[src/hdl/dfs_pkg.sv]
// Shared types and character codes for the delimited field splitter.
package dfs_pkg;

    localparam logic [7:0] CH_TAB   = 8'd9;
    localparam logic [7:0] CH_LF    = 8'd10;
    localparam logic [7:0] CH_CR    = 8'd13;
    localparam logic [7:0] CH_SPACE = 8'd32;
    localparam logic [7:0] CH_QUOTE = 8'd34;
    localparam logic [7:0] CH_COMMA = 8'd44;

    localparam logic [7:0] DELIM_RESET = CH_COMMA;

    // quote tracking in comma mode
    localparam logic [1:0] QP_OUT  = 2'd0;
    localparam logic [1:0] QP_IN   = 2'd1;
    localparam logic [1:0] QP_PEND = 2'd2;

    typedef struct packed {
        logic [7:0] ch;
        logic       line_end;
        logic       no_char;
    } dfs_item_t;

    typedef struct packed {
        logic [7:0] out_char;
        logic       char_valid;
        logic [1:0] fields_closed;
        logic       line_done;
        logic       quote_error;
    } dfs_result_t;

    typedef struct packed {
        logic       in_word;
        logic [1:0] quote_phase;
        logic       error_seen;
    } dfs_state_t;

endpackage

[src/hdl/delimited_field_splitter.sv]
// Top level of the delimited field splitter: input register, line state, result register.
//
// Usage:
//   Slave stream s_*: one byte per transaction. s_tdata = ch, s_tlast = line end,
//   s_tuser = no byte (the transaction only ends an empty line).
//   Master stream m_*: exactly one result transaction per input transaction.
//   m_tdata = {5'b0, fields_closed, char_valid, out_char}, m_tlast = line done,
//   m_tuser = quote error seen in this line.
//   Config channel cfg_*: writes the delimiter byte (reset value comma), which
//   also selects whitespace, comma-CSV or plain split mode. Write only while idle.
// Pipeline: an accepted input goes to the input register, its result then to the result register.
// Throughput: one transaction per cycle while m_tready is high; the line state update
// between the two registers is combinational.
// Reset: clears both pipeline valids and the line state; delimiter returns to comma.
// Stall: when m_tready is low the result register holds, the input register fills,
// and s_tready drops only once both are occupied. Nothing is lost or duplicated.
module delimited_field_splitter (
    input  logic        clk,
    input  logic        rst_n,
    input  logic        s_tvalid,
    output logic        s_tready,
    input  logic [7:0]  s_tdata,   // [7:0] ch
    input  logic        s_tlast,
    input  logic        s_tuser,   // [0] no_char
    output logic        m_tvalid,
    input  logic        m_tready,
    output logic [15:0] m_tdata,   // [7:0] out_char, [8] char_valid, [10:9] fields_closed
    output logic        m_tlast,
    output logic        m_tuser,   // [0] quote_error
    input  logic        cfg_valid,
    output logic        cfg_ready,
    input  logic [7:0]  cfg_data
);
    import dfs_pkg::*;

    logic        in_valid_reg;
    dfs_item_t   in_item_reg;
    logic        out_valid_reg;
    dfs_result_t out_res_reg;
    dfs_state_t  state_reg;
    dfs_state_t  state_next;
    dfs_result_t step_res;
    logic [7:0]  delim_reg;
    logic        advance;

    assign cfg_ready = 1'b1;
    assign advance   = in_valid_reg && (!out_valid_reg || m_tready);
    assign s_tready  = !in_valid_reg || advance;

    dfs_step u_step (
        .delimiter  (delim_reg),
        .item       (in_item_reg),
        .state      (state_reg),
        .result     (step_res),
        .state_next (state_next)
    );

    always_ff @(posedge clk or negedge rst_n)
    begin
        if (!rst_n)
        begin
            in_valid_reg  <= 1'b0;
            out_valid_reg <= 1'b0;
            state_reg     <= '0;
            delim_reg     <= DELIM_RESET;
        end
        else
        begin
            if (cfg_valid && cfg_ready)
                delim_reg <= cfg_data;
            if (s_tvalid && s_tready)
                in_valid_reg <= 1'b1;
            else if (advance)
                in_valid_reg <= 1'b0;
            if (advance)
            begin
                out_valid_reg <= 1'b1;
                state_reg     <= state_next;
            end
            else if (m_tready)
                out_valid_reg <= 1'b0;
        end
    end

    always_ff @(posedge clk)
    begin
        if (s_tvalid && s_tready)
        begin
            in_item_reg.ch       <= s_tdata;
            in_item_reg.line_end <= s_tlast;
            in_item_reg.no_char  <= s_tuser;
        end
        if (advance)
            out_res_reg <= step_res;
    end

    assign m_tvalid = out_valid_reg;
    assign m_tdata  = {5'b0, out_res_reg.fields_closed, out_res_reg.char_valid,
                       out_res_reg.out_char};
    assign m_tlast  = out_res_reg.line_done;
    assign m_tuser  = out_res_reg.quote_error;

    // line state is cleared after every line end
    assert property (@(posedge clk) disable iff (!rst_n)
        (advance && in_item_reg.line_end) |=> (state_reg == '0))
        else $error("line state not cleared after line end");

    // a line with a quote error closes no fields from then on
    assert property (@(posedge clk) disable iff (!rst_n)
        (m_tvalid && m_tuser) |-> (m_tdata[10:9] == 2'd0))
        else $error("field closed while quote error set");

    // at most two fields close per item
    assert property (@(posedge clk) disable iff (!rst_n)
        m_tvalid |-> (m_tdata[10:9] != 2'd3))
        else $error("fields_closed out of range");

    // no byte is reported unless it belongs to a field
    assert property (@(posedge clk) disable iff (!rst_n)
        (m_tvalid && !m_tdata[8]) |-> (m_tdata[7:0] == 8'd0))
        else $error("out_char nonzero without char_valid");

endmodule

[src/hdl/dfs_step.sv]
// Per-byte tokenizer logic: result and next line state for one item.
module dfs_step (
    input  logic [7:0]          delimiter,
    input  dfs_pkg::dfs_item_t  item,
    input  dfs_pkg::dfs_state_t state,
    output dfs_pkg::dfs_result_t result,
    output dfs_pkg::dfs_state_t state_next
);
    import dfs_pkg::*;

    logic ws_mode;
    logic csv_mode;
    logic blank;

    assign ws_mode  = (delimiter == CH_SPACE) || ((delimiter >= CH_LF) && (delimiter <= CH_CR));
    assign csv_mode = (delimiter == CH_COMMA);
    assign blank    = (item.ch == CH_SPACE) || ((item.ch >= CH_TAB) && (item.ch <= CH_CR));

    always_comb
    begin
        state_next = state;
        result     = '0;

        if (!item.no_char && !state.error_seen)
        begin
            if (ws_mode)
            begin
                if (blank)
                begin
                    if (state.in_word)
                    begin
                        result.fields_closed = 2'd1;
                        state_next.in_word   = 1'b0;
                    end
                end
                else
                begin
                    result.out_char    = item.ch;
                    result.char_valid  = 1'b1;
                    state_next.in_word = 1'b1;
                end
            end
            else if (csv_mode)
            begin
                case (state.quote_phase)
                    QP_OUT:
                    begin
                        if (item.ch == CH_QUOTE)
                            state_next.quote_phase = QP_IN;
                        else if (item.ch == CH_COMMA)
                            result.fields_closed = 2'd1;
                        else
                        begin
                            result.out_char   = item.ch;
                            result.char_valid = 1'b1;
                        end
                    end
                    QP_PEND:
                    begin
                        if (item.ch == CH_QUOTE)
                        begin
                            // doubled quote is a literal quote
                            result.out_char        = item.ch;
                            result.char_valid      = 1'b1;
                            state_next.quote_phase = QP_IN;
                        end
                        else if (item.ch == CH_COMMA)
                        begin
                            result.fields_closed   = 2'd1;
                            state_next.quote_phase = QP_OUT;
                        end
                        else
                            state_next.error_seen = 1'b1;
                    end
                    default:
                    begin
                        if (item.ch == CH_QUOTE)
                            state_next.quote_phase = QP_PEND;
                        else
                        begin
                            result.out_char   = item.ch;
                            result.char_valid = 1'b1;
                        end
                    end
                endcase
            end
            else
            begin
                if (item.ch == delimiter)
                    result.fields_closed = 2'd1;
                else
                begin
                    result.out_char   = item.ch;
                    result.char_valid = 1'b1;
                end
            end
        end

        if (item.line_end)
        begin
            result.line_done = 1'b1;
            if (!state_next.error_seen)
            begin
                if (ws_mode)
                begin
                    if (state_next.in_word)
                        result.fields_closed = result.fields_closed + 2'd1;
                end
                else if (csv_mode)
                begin
                    if ((state_next.quote_phase == QP_OUT) || (state_next.quote_phase == QP_PEND))
                        result.fields_closed = result.fields_closed + 2'd1;
                    else
                        state_next.error_seen = 1'b1;
                end
                else
                    result.fields_closed = result.fields_closed + 2'd1;
            end
        end

        result.quote_error = state_next.error_seen;

        if (item.line_end)
            state_next = '0;
    end

endmodule
[config.mk]
export PLATFORM = sky130hd
export DESIGN_NAME = delimited_field_splitter
export DESIGN_NICKNAME = d
export VERILOG_FILES = /design/src/hdl/dfs_pkg.sv /design/src/hdl/delimited_field_splitter.sv /design/src/hdl/dfs_step.sv
export SDC_FILE = /design/constraint.sdc
export NUM_CORES = 1
export LEC_CHECK = 0
export ABC_CLOCK_PERIOD_IN_PS = 7400
export BUFFER_PORTS_ARGS = -buffer_cell sky130_fd_sc_hd__buf_2
export CORE_MARGIN = 10
export CORE_UTILIZATION = 55
export DETAILED_ROUTE_END_ITERATION = 8
export HOLD_SLACK_MARGIN = 0.05
export PLACE_DENSITY = 0.81
export SETUP_SLACK_MARGIN = 0.4
export SLEW_MARGIN = 20
export SYNTH_ARGS = -nofsm -noshare
export SYNTH_HDL_FRONTEND = slang
export SYNTH_SLANG_ARGS = --single-unit
export TNS_END_PERCENT = 5
[constraint.sdc]
create_clock -name clk -period 7.4 [get_ports clk]
set_input_delay 1.11 -clock clk [delete_from_list [all_inputs] [get_ports clk]]
set_output_delay 1.11 -clock clk [all_outputs]
set_load 0.01 [all_outputs]
==> results_dict.tcl, run 1 <==
set metrics [dict create \
    grt_pass1_wl_um 6790 \
    initial_core_util_pct 58.5 \
    grt_pass1_vias 1507 \
    clockBufferDepth 2 \
    rsz0062_at_grt "no" \
    syn2layout_area_growth_pct 13.5 \
    core_um2 3440 \
    finalSetupViolCount 0 \
    drc 0 \
    tightest_slew_ns 0.793 \
    worstPathRequired_ns 7.43 \
    cts_resized 0 \
    wl_um 4140 \
    fin_util_pct 66.4 \
    skew_ns 0.00520 \
    hp-start "in_valid_reg" \
    vias 1448 \
    hp-class "reg -> reg" \
    pwr-share-clk_pct 30.4 \
    syn_area_per_cell_um2 11.6 \
    ir_drop_v 0.000109 \
    drive_above_1_share_pct 36.0 \
    largest_reg_flops 11 \
    cts_tree "built" \
    grt_antenna_before_repair 0 \
    stdcell_count 260 \
    yosysSeqAreaShare_pct 51.9 \
    drt_pass1_iterations 4 \
    pwr-share-seq_pct 57.1 \
    power.density_nw_per_um2 193 \
    dpl_worst_slack_ns 4.73 \
    fin_ws_ns 4.68 \
    n_antenna_cell 0 \
    cts_hold_buf 0 \
    slew-limit-headroom_pct 47.0 \
    synth.mux.area_fraction_pct 4.97 \
    io_pins 44 \
    drt-initial-drc-count 206 \
    crit_fanout 6 \
    die_area_um2 6480 \
    finalHoldViolCount 0 \
    setup_tns_ns 0 \
    r2r-end "m_tdata[9]" \
    dp.cells 252 \
    regToRegSetupSlack_ns 4.68 \
    io_buffers 37 \
    p_sw_share_pct 25.6 \
    p_int_mw 0.329 \
    period_needed_ns 2.72 \
    netlist_area_um2 2010 \
    dp_hpwl_um 3240 \
    combPwrFrac_pct 12.5 \
    fin_crit_sh_pct 36.7 \
    clk_pin_slew_ns 0.07 \
    die_h_um 80.5 \
    gp_congestion 0.878 \
    wl_per_cell_um 15.9 \
    numCtsBuffers 5 \
    ys_async_sr_fraction_pct 37.8 \
    rr_worst_depth 10 \
    r2r-start "delim_reg[5]" \
    p_leak_nw 0.919 \
    synth_top_family_by_area "simple AND/OR/NAND/NOR gates" \
    synth_compound_area_share_pct 12.6 \
    clkLatencyLatePin_ns 0.29 \
    viasPerCell 5.57 \
    ys_types 53 \
    worstSetupStartpointType "flop" \
    whs_path_depth 1 \
    synthXorXnorAreaFrac_pct 4.35 \
    clock-root-buffer "clkbuf_8" \
    synth_warnings 0 \
    maxSlewViolCount 0 \
    grtUsageTotal_pct 13.1 \
    grt_max_degree 15 \
    cts.sinks 37 \
    worst_ep_arrival_time_ns 2.75 \
    htreeDepth 2 \
    synth_fa_ha_area_share_pct 1.24 \
    fmax_ghz 0.368 \
    stdcell_area_um2 2290 \
    status "complete, no violations" \
    fp.dieW_um 80.5 \
    synthSimpleGateAreaFrac_pct 20.1 \
    synth_cells 174 \
    hold_path_end "m_tvalid" \
    final_nets 238 \
    ant_nets 0 \
    total_power_mw 0.442 \
    postPlaceCellArea_um2 2200 \
    rows 21 \
    drv_cap 0 \
    worstSetupPathType "reg -> reg" \
    end_kind "flop" \
    hold-worst-slack_ns 0.504 \
    synthFlopType "edfxtp_1" \
    ys_seq_elements 37 \
    grt.overflow.total 0 \
    synth_enable_flop_cells 23 \
    post_cts_buffers 0 \
    switchingPower_mw 0.113 \
]
logic make-up after synthesis:
group / after synthesis
flip-flops: 37
buffers and inverters: 15
multiplexers: 9
adder cells (fa/ha/maj): 2
AND/OR/NAND/NOR: 65
XOR/XNOR: 10
AO/OA/AOI/OAI: 34
other: 2
Yosys cell counts (3+ instances only):
| cell type | n | area [um^2] |
|---|---|---|
| a21oi_1 | 5 | 25.0 |
| o21ai_0 | 4 | 20.0 |
| and2_1 | 3 | 18.8 |
| buf_4 | 7 | 52.6 |
| dfstp_2 | 3 | 78.8 |
| mux2_2 | 8 | 90.1 |
| nand2b_1 | 4 | 25.0 |
| o211ai_1 | 4 | 30.0 |
| xor2_1 | 8 | 70.1 |
| o21ai_2 | 4 | 35.0 |
| nor2_1 | 14 | 52.6 |
| or3_4 | 3 | 33.8 |
| nand3_1 | 3 | 15.0 |
| inv_1 | 5 | 18.8 |
| nor4_1 | 3 | 18.8 |
| edfxtp_1 | 23 | 691 |
| nand2_1 | 16 | 60.1 |
| dfrtp_1 | 11 | 275 |
| nand3b_1 | 4 | 30.0 |
layout by cell type, fill, tap and decap left out, types with 4 or more instances in the layout:
| cell type | Yosys | routed |
|---|---|---|
| nand2b_1 | 4 | 4 |
| nand3b_1 | 4 | 4 |
| xor2_1 | 8 | 8 |
| a21oi_1 | 5 | 5 |
| mux2_2 | 8 | 8 |
| clkbuf_8 | 0 | 5 |
| edfxtp_1 | 23 | 23 |
| o21ai_2 | 4 | 4 |
| nand2_1 | 16 | 16 |
| o211ai_1 | 4 | 4 |
| o21ai_0 | 4 | 4 |
| conb_1 | 2 | 6 |
| inv_1 | 5 | 5 |
| nor2_1 | 14 | 14 |
| buf_2 | 0 | 37 |
| dfrtp_1 | 11 | 11 |
cell type report:
| class | count | area [um^2] |
|---|---|---|
| Inverter | 6 | 22.5 |
| Multi-Input combinational cell | 126 | 895 |
| Fill cell | 278 | 1150 |
| Sequential cell | 37 | 1040 |
| Clock buffer | 6 | 72.6 |
| Clock inverter | 2 | 10.0 |
| Tap cell | 46 | 57.6 |
| Timing Repair Buffer | 37 | 185 |
worst max-delay path by stage:
stage | startpoint | endpoint | slack (ns)
floorplan | delim_reg[5] | m_tdata[9] | 4.94
global placement | m_tready | s_tready | 4.76
detailed placement | m_tready | s_tready | 4.73
CTS | delim_reg[5] | m_tdata[9] | 4.68
global route | in_item_reg[3] | m_tdata[9] | 4.51
finish | delim_reg[5] | m_tdata[9] | 4.68
power groups by stage:
stage,sequential [mW],combinational [mW],clock (mW)
after floorplan,0.256,0.0371,0
after global placement,0.256,0.0536,0
after detailed placement,0.257,0.0560,0
after CTS,0.253,0.0562,0.137
after global routing,0.255,0.0616,0.144
final,0.252,0.0551,0.134
critical path: stages, from the launching register on:
cell and delay (ns):
dfstp_2 0.57, or4b_4 0.48, a21oi_4 0.15, o21a_2 0.22, o21ai_2 0.07, o211ai_1 0.11
inv_1 0.10, ha_1 0.28, o21ai_0 0.21, a2bb2oi_1 0.17, mux2i_1 0.09
per-layer routing:
layer  global-route usage [%]  wire length [um]
met1                     14.1              1590
met2                     22.1              2100
met3                     4.57               347
met4                     6.87               106
met5                        0                 0
No activity file was read; power rests on OpenSTA's default activity.
==> run 2, diff against run 1 <==
--- a/config.mk
+++ b/config.mk
@@ -5,13 +5,14 @@
 export SDC_FILE = /design/constraint.sdc
 export NUM_CORES = 1
 export LEC_CHECK = 0
-export ABC_CLOCK_PERIOD_IN_PS = 7400
+export ABC_AREA = 1
+export ABC_CLOCK_PERIOD_IN_PS = 2400
 export BUFFER_PORTS_ARGS = -buffer_cell sky130_fd_sc_hd__buf_2
 export CORE_MARGIN = 10
-export CORE_UTILIZATION = 55
+export CORE_UTILIZATION = 49
 export DETAILED_ROUTE_END_ITERATION = 8
 export HOLD_SLACK_MARGIN = 0.05
-export PLACE_DENSITY = 0.81
+export PLACE_DENSITY = 0.76
 export SETUP_SLACK_MARGIN = 0.4
 export SLEW_MARGIN = 20
 export SYNTH_ARGS = -nofsm -noshare
==> constraint.sdc (replaced) <==
create_clock -name clk -period 2.4 [get_ports clk]
set_input_delay 0.36 -clock clk [delete_from_list [all_inputs] [get_ports clk]]
set_output_delay 0.36 -clock clk [all_outputs]
set_load 0.01 [all_outputs]
==> results_dict.tcl, run 2 <==
set metrics [dict create \
    synth_warnings 0 \
    period_needed_ns 2.17 \
    synth_enable_flop_cells 23 \
    netlist_area_um2 2090 \
    drc 0 \
    worstSetupPathType "reg -> reg" \
    hp-class "in -> reg" \
    status "complete, no violations" \
    rows 23 \
    ys_seq_elements 37 \
    largest_reg_flops 11 \
    rsz0062_at_grt "yes" \
    synth.mux.area_fraction_pct 0.540 \
    synth_cells 229 \
    syn_area_per_cell_um2 9.11 \
    io_pins 44 \
    synth_top_cells_by_count "60 x nand2_1, 23 x edfxtp_1, 23 x inv_1, 13 x nor2_1, 13 x o21ai_0" \
    grt.overflow.total 0 \
    mostFrequentLayoutCells "57 x nand2_1, 37 x buf_2, 23 x edfxtp_1, 23 x buf_4, 22 x inv_1" \
    p_leak_nw 1.28 \
    wl_per_cell_um 14.7 \
    setup_tns_ns 0 \
    yosysSeqAreaShare_pct 50.1 \
    dp_hpwl_um 3440 \
    clockBufferDepth 2 \
    gp_congestion 0.976 \
    vias 1842 \
    clock-root-buffer "clkbuf_8" \
    worstSetupStartpointType "flop" \
    fin_crit_sh_pct 90.4 \
    die_h_um 85.2 \
    drive_above_1_share_pct 40.7 \
    worstPathRequired_ns 2.45 \
    ant_nets 0 \
    hp-start "s_tdata[4]" \
    n_antenna_cell 0 \
    end_kind "flop" \
    die_area_um2 7270 \
    fmax_ghz 0.461 \
    cts.sinks 37 \
    ys_top_cells_by_area "edfxtp_1 33%, dfrtp_1 13%, nand2_1 11%, inv_1 4.1%, dfstp_2 3.8%" \
    io_buffers 37 \
    power.density_nw_per_um2 543 \
    worstSetupStartpoint "delim_reg[5]" \
    synth_top_family_by_area "simple AND/OR/NAND/NOR gates" \
    grt_max_degree 19 \
    htreeDepth 2 \
    synth_compound_area_share_pct 9.54 \
    ys_async_sr_fraction_pct 37.8 \
    finalHoldViolCount 0 \
    ys_types 35 \
    final_common_cell "nand2_1" \
    slew-limit-headroom_pct 59.0 \
    grt_pass1_vias 1819 \
    clk_pin_slew_ns 0.07 \
    tightest_slew_ns 0.615 \
    dp.cells 313 \
    core_um2 4060 \
    worst_ep_arrival_time_ns 2.22 \
    total_power_mw 1.47 \
    skew_ns 0.00922 \
    stdcell_count 347 \
    synth_most_common_cell "nand2_1" \
    initial_core_util_pct 51.4 \
    drv_cap 0 \
    crit_fanout 3 \
    wl_um 5110 \
    synthFlopType "edfxtp_1" \
    clkLatencyLatePin_ns 0.29 \
    drt-initial-drc-count 173 \
    ir_drop_v 0.000377 \
    final_nets 321 \
    grt_antenna_before_repair 0 \
    grtUsageTotal_pct 13.3 \
    synth.largest_area_cell "edfxtp_1" \
    viasPerCell 5.31 \
    synthSimpleGateAreaFrac_pct 27.7 \
    synthXorXnorAreaFrac_pct 2.04 \
    fp.dieW_um 85.2 \
    numCtsBuffers 5 \
    r2r-start "delim_reg[5]" \
    drt_pass1_iterations 4 \
    cts_tree "built" \
    yosysTopAreaCellShare_pct 33.1 \
    syn2layout_area_growth_pct 29.5 \
    finalSetupViolCount 0 \
    maxSlewViolCount 0 \
    grt_pass1_wl_um 8030 \
    synth_fa_ha_area_share_pct 1.20 \
]
==> run 2: cell types whose count changed after synthesis, sizes merged, moves of 4 or more <==
cell	previous run	this run
xor2	8	1
nand3b	4	0
nand2	18	65
nand4	0	7
mux2	8	1
nand3	3	18
o21ai	9	14
inv	5	34
nor4	4	0
nand2b	4	0
==> run 2: timing repair <==
item / 4_1_cts / 5_1_grt
pin swaps: 12 / 9
setup endpoints to repair: 2 / 4
hold buffers: 1 / 0
buffers inserted: 12 / 13
gates resized for setup: 8 / 17
hold endpoints to repair: 11 / 0
==> run 2: cells by family after synthesis <==
kind of cell / after synthesis
simple gates: 110
buf+inv: 41
flops: 37
compound gates: 32
xor+xnor: 4
fa+ha+maj: 2
other cells: 2
mux: 1
==> run 2: metrics by stage <==
step | utilization (%) | worst slack [ns] | hold WS [ns] | cell area (um^2)
after floorplan | - | 0.353 | 0.0644 | 2120
after global placement | 57.2 | 0.210 | 0.278 | 2320
after detailed placement | 57.2 | 0.187 | 0.281 | 2320
after CTS | 62.6 | 0.284 | 0.240 | 2540
after global routing | 66.5 | 0.112 | 0.235 | 2700
final | 66.5 | 0.230 | 0.247 | 2700
==> run 2: per-layer routing <==
layer	track usage [%]	vias to the layer above	part of all wire, %
met5	0	-	0
met2	21.2	92	47
met3	4.97	17	8.7
li1	-	881	-
met4	7.49	0	3.4
met1	15.0	852	40
==> run 2: final timing paths <==
kind | to | slack (ns) | cells after the start
max reg2reg | m_tdata[9] | 0.23 | 13
min reg2reg | delim_reg[2] | 0.52 | 2
min | in_item_reg[6] | 0.25 | 1
max | m_tdata[9] | 0.23 | 13
max in group asynchronous | delim_reg[2] | 1.60 | 2
min in group asynchronous | state_reg[0] | 0.50 | 2
==> run 2: cell type report <==
| type | instances | area, um^2 |
|---|---|---|
| clock buffer | 8 | 80.1 |
| fill | 298 | 1360 |
| inverter | 34 | 138 |
| multi-input combinational | 155 | 975 |
| sequential | 37 | 1050 |
| tap | 50 | 62.6 |
| timing repair buffer | 63 | 399 |
==> run 2: where the power goes <==
group	internal, mW	leakage, nW	switching (mW)
Combinational	0.102	0.842	0.167
Sequential	0.755	0.394	0.0406
Clock	0.206	0.0395	0.197
Total	1.06	1.28	0.405
==> run 2: critical path: stages (launching register included) <==
cell     delay [ns]
dfstp_2        0.56
nand2_1        0.06
nand2_1        0.07
nand2_1        0.05
nor2_1         0.20
nand2_1        0.14
nand2_4        0.10
nand3_4        0.08
a21oi_4        0.22
ha_4           0.24
nor2_2         0.07
nor2_1         0.05
nand2_1        0.06
a21oi_2        0.05
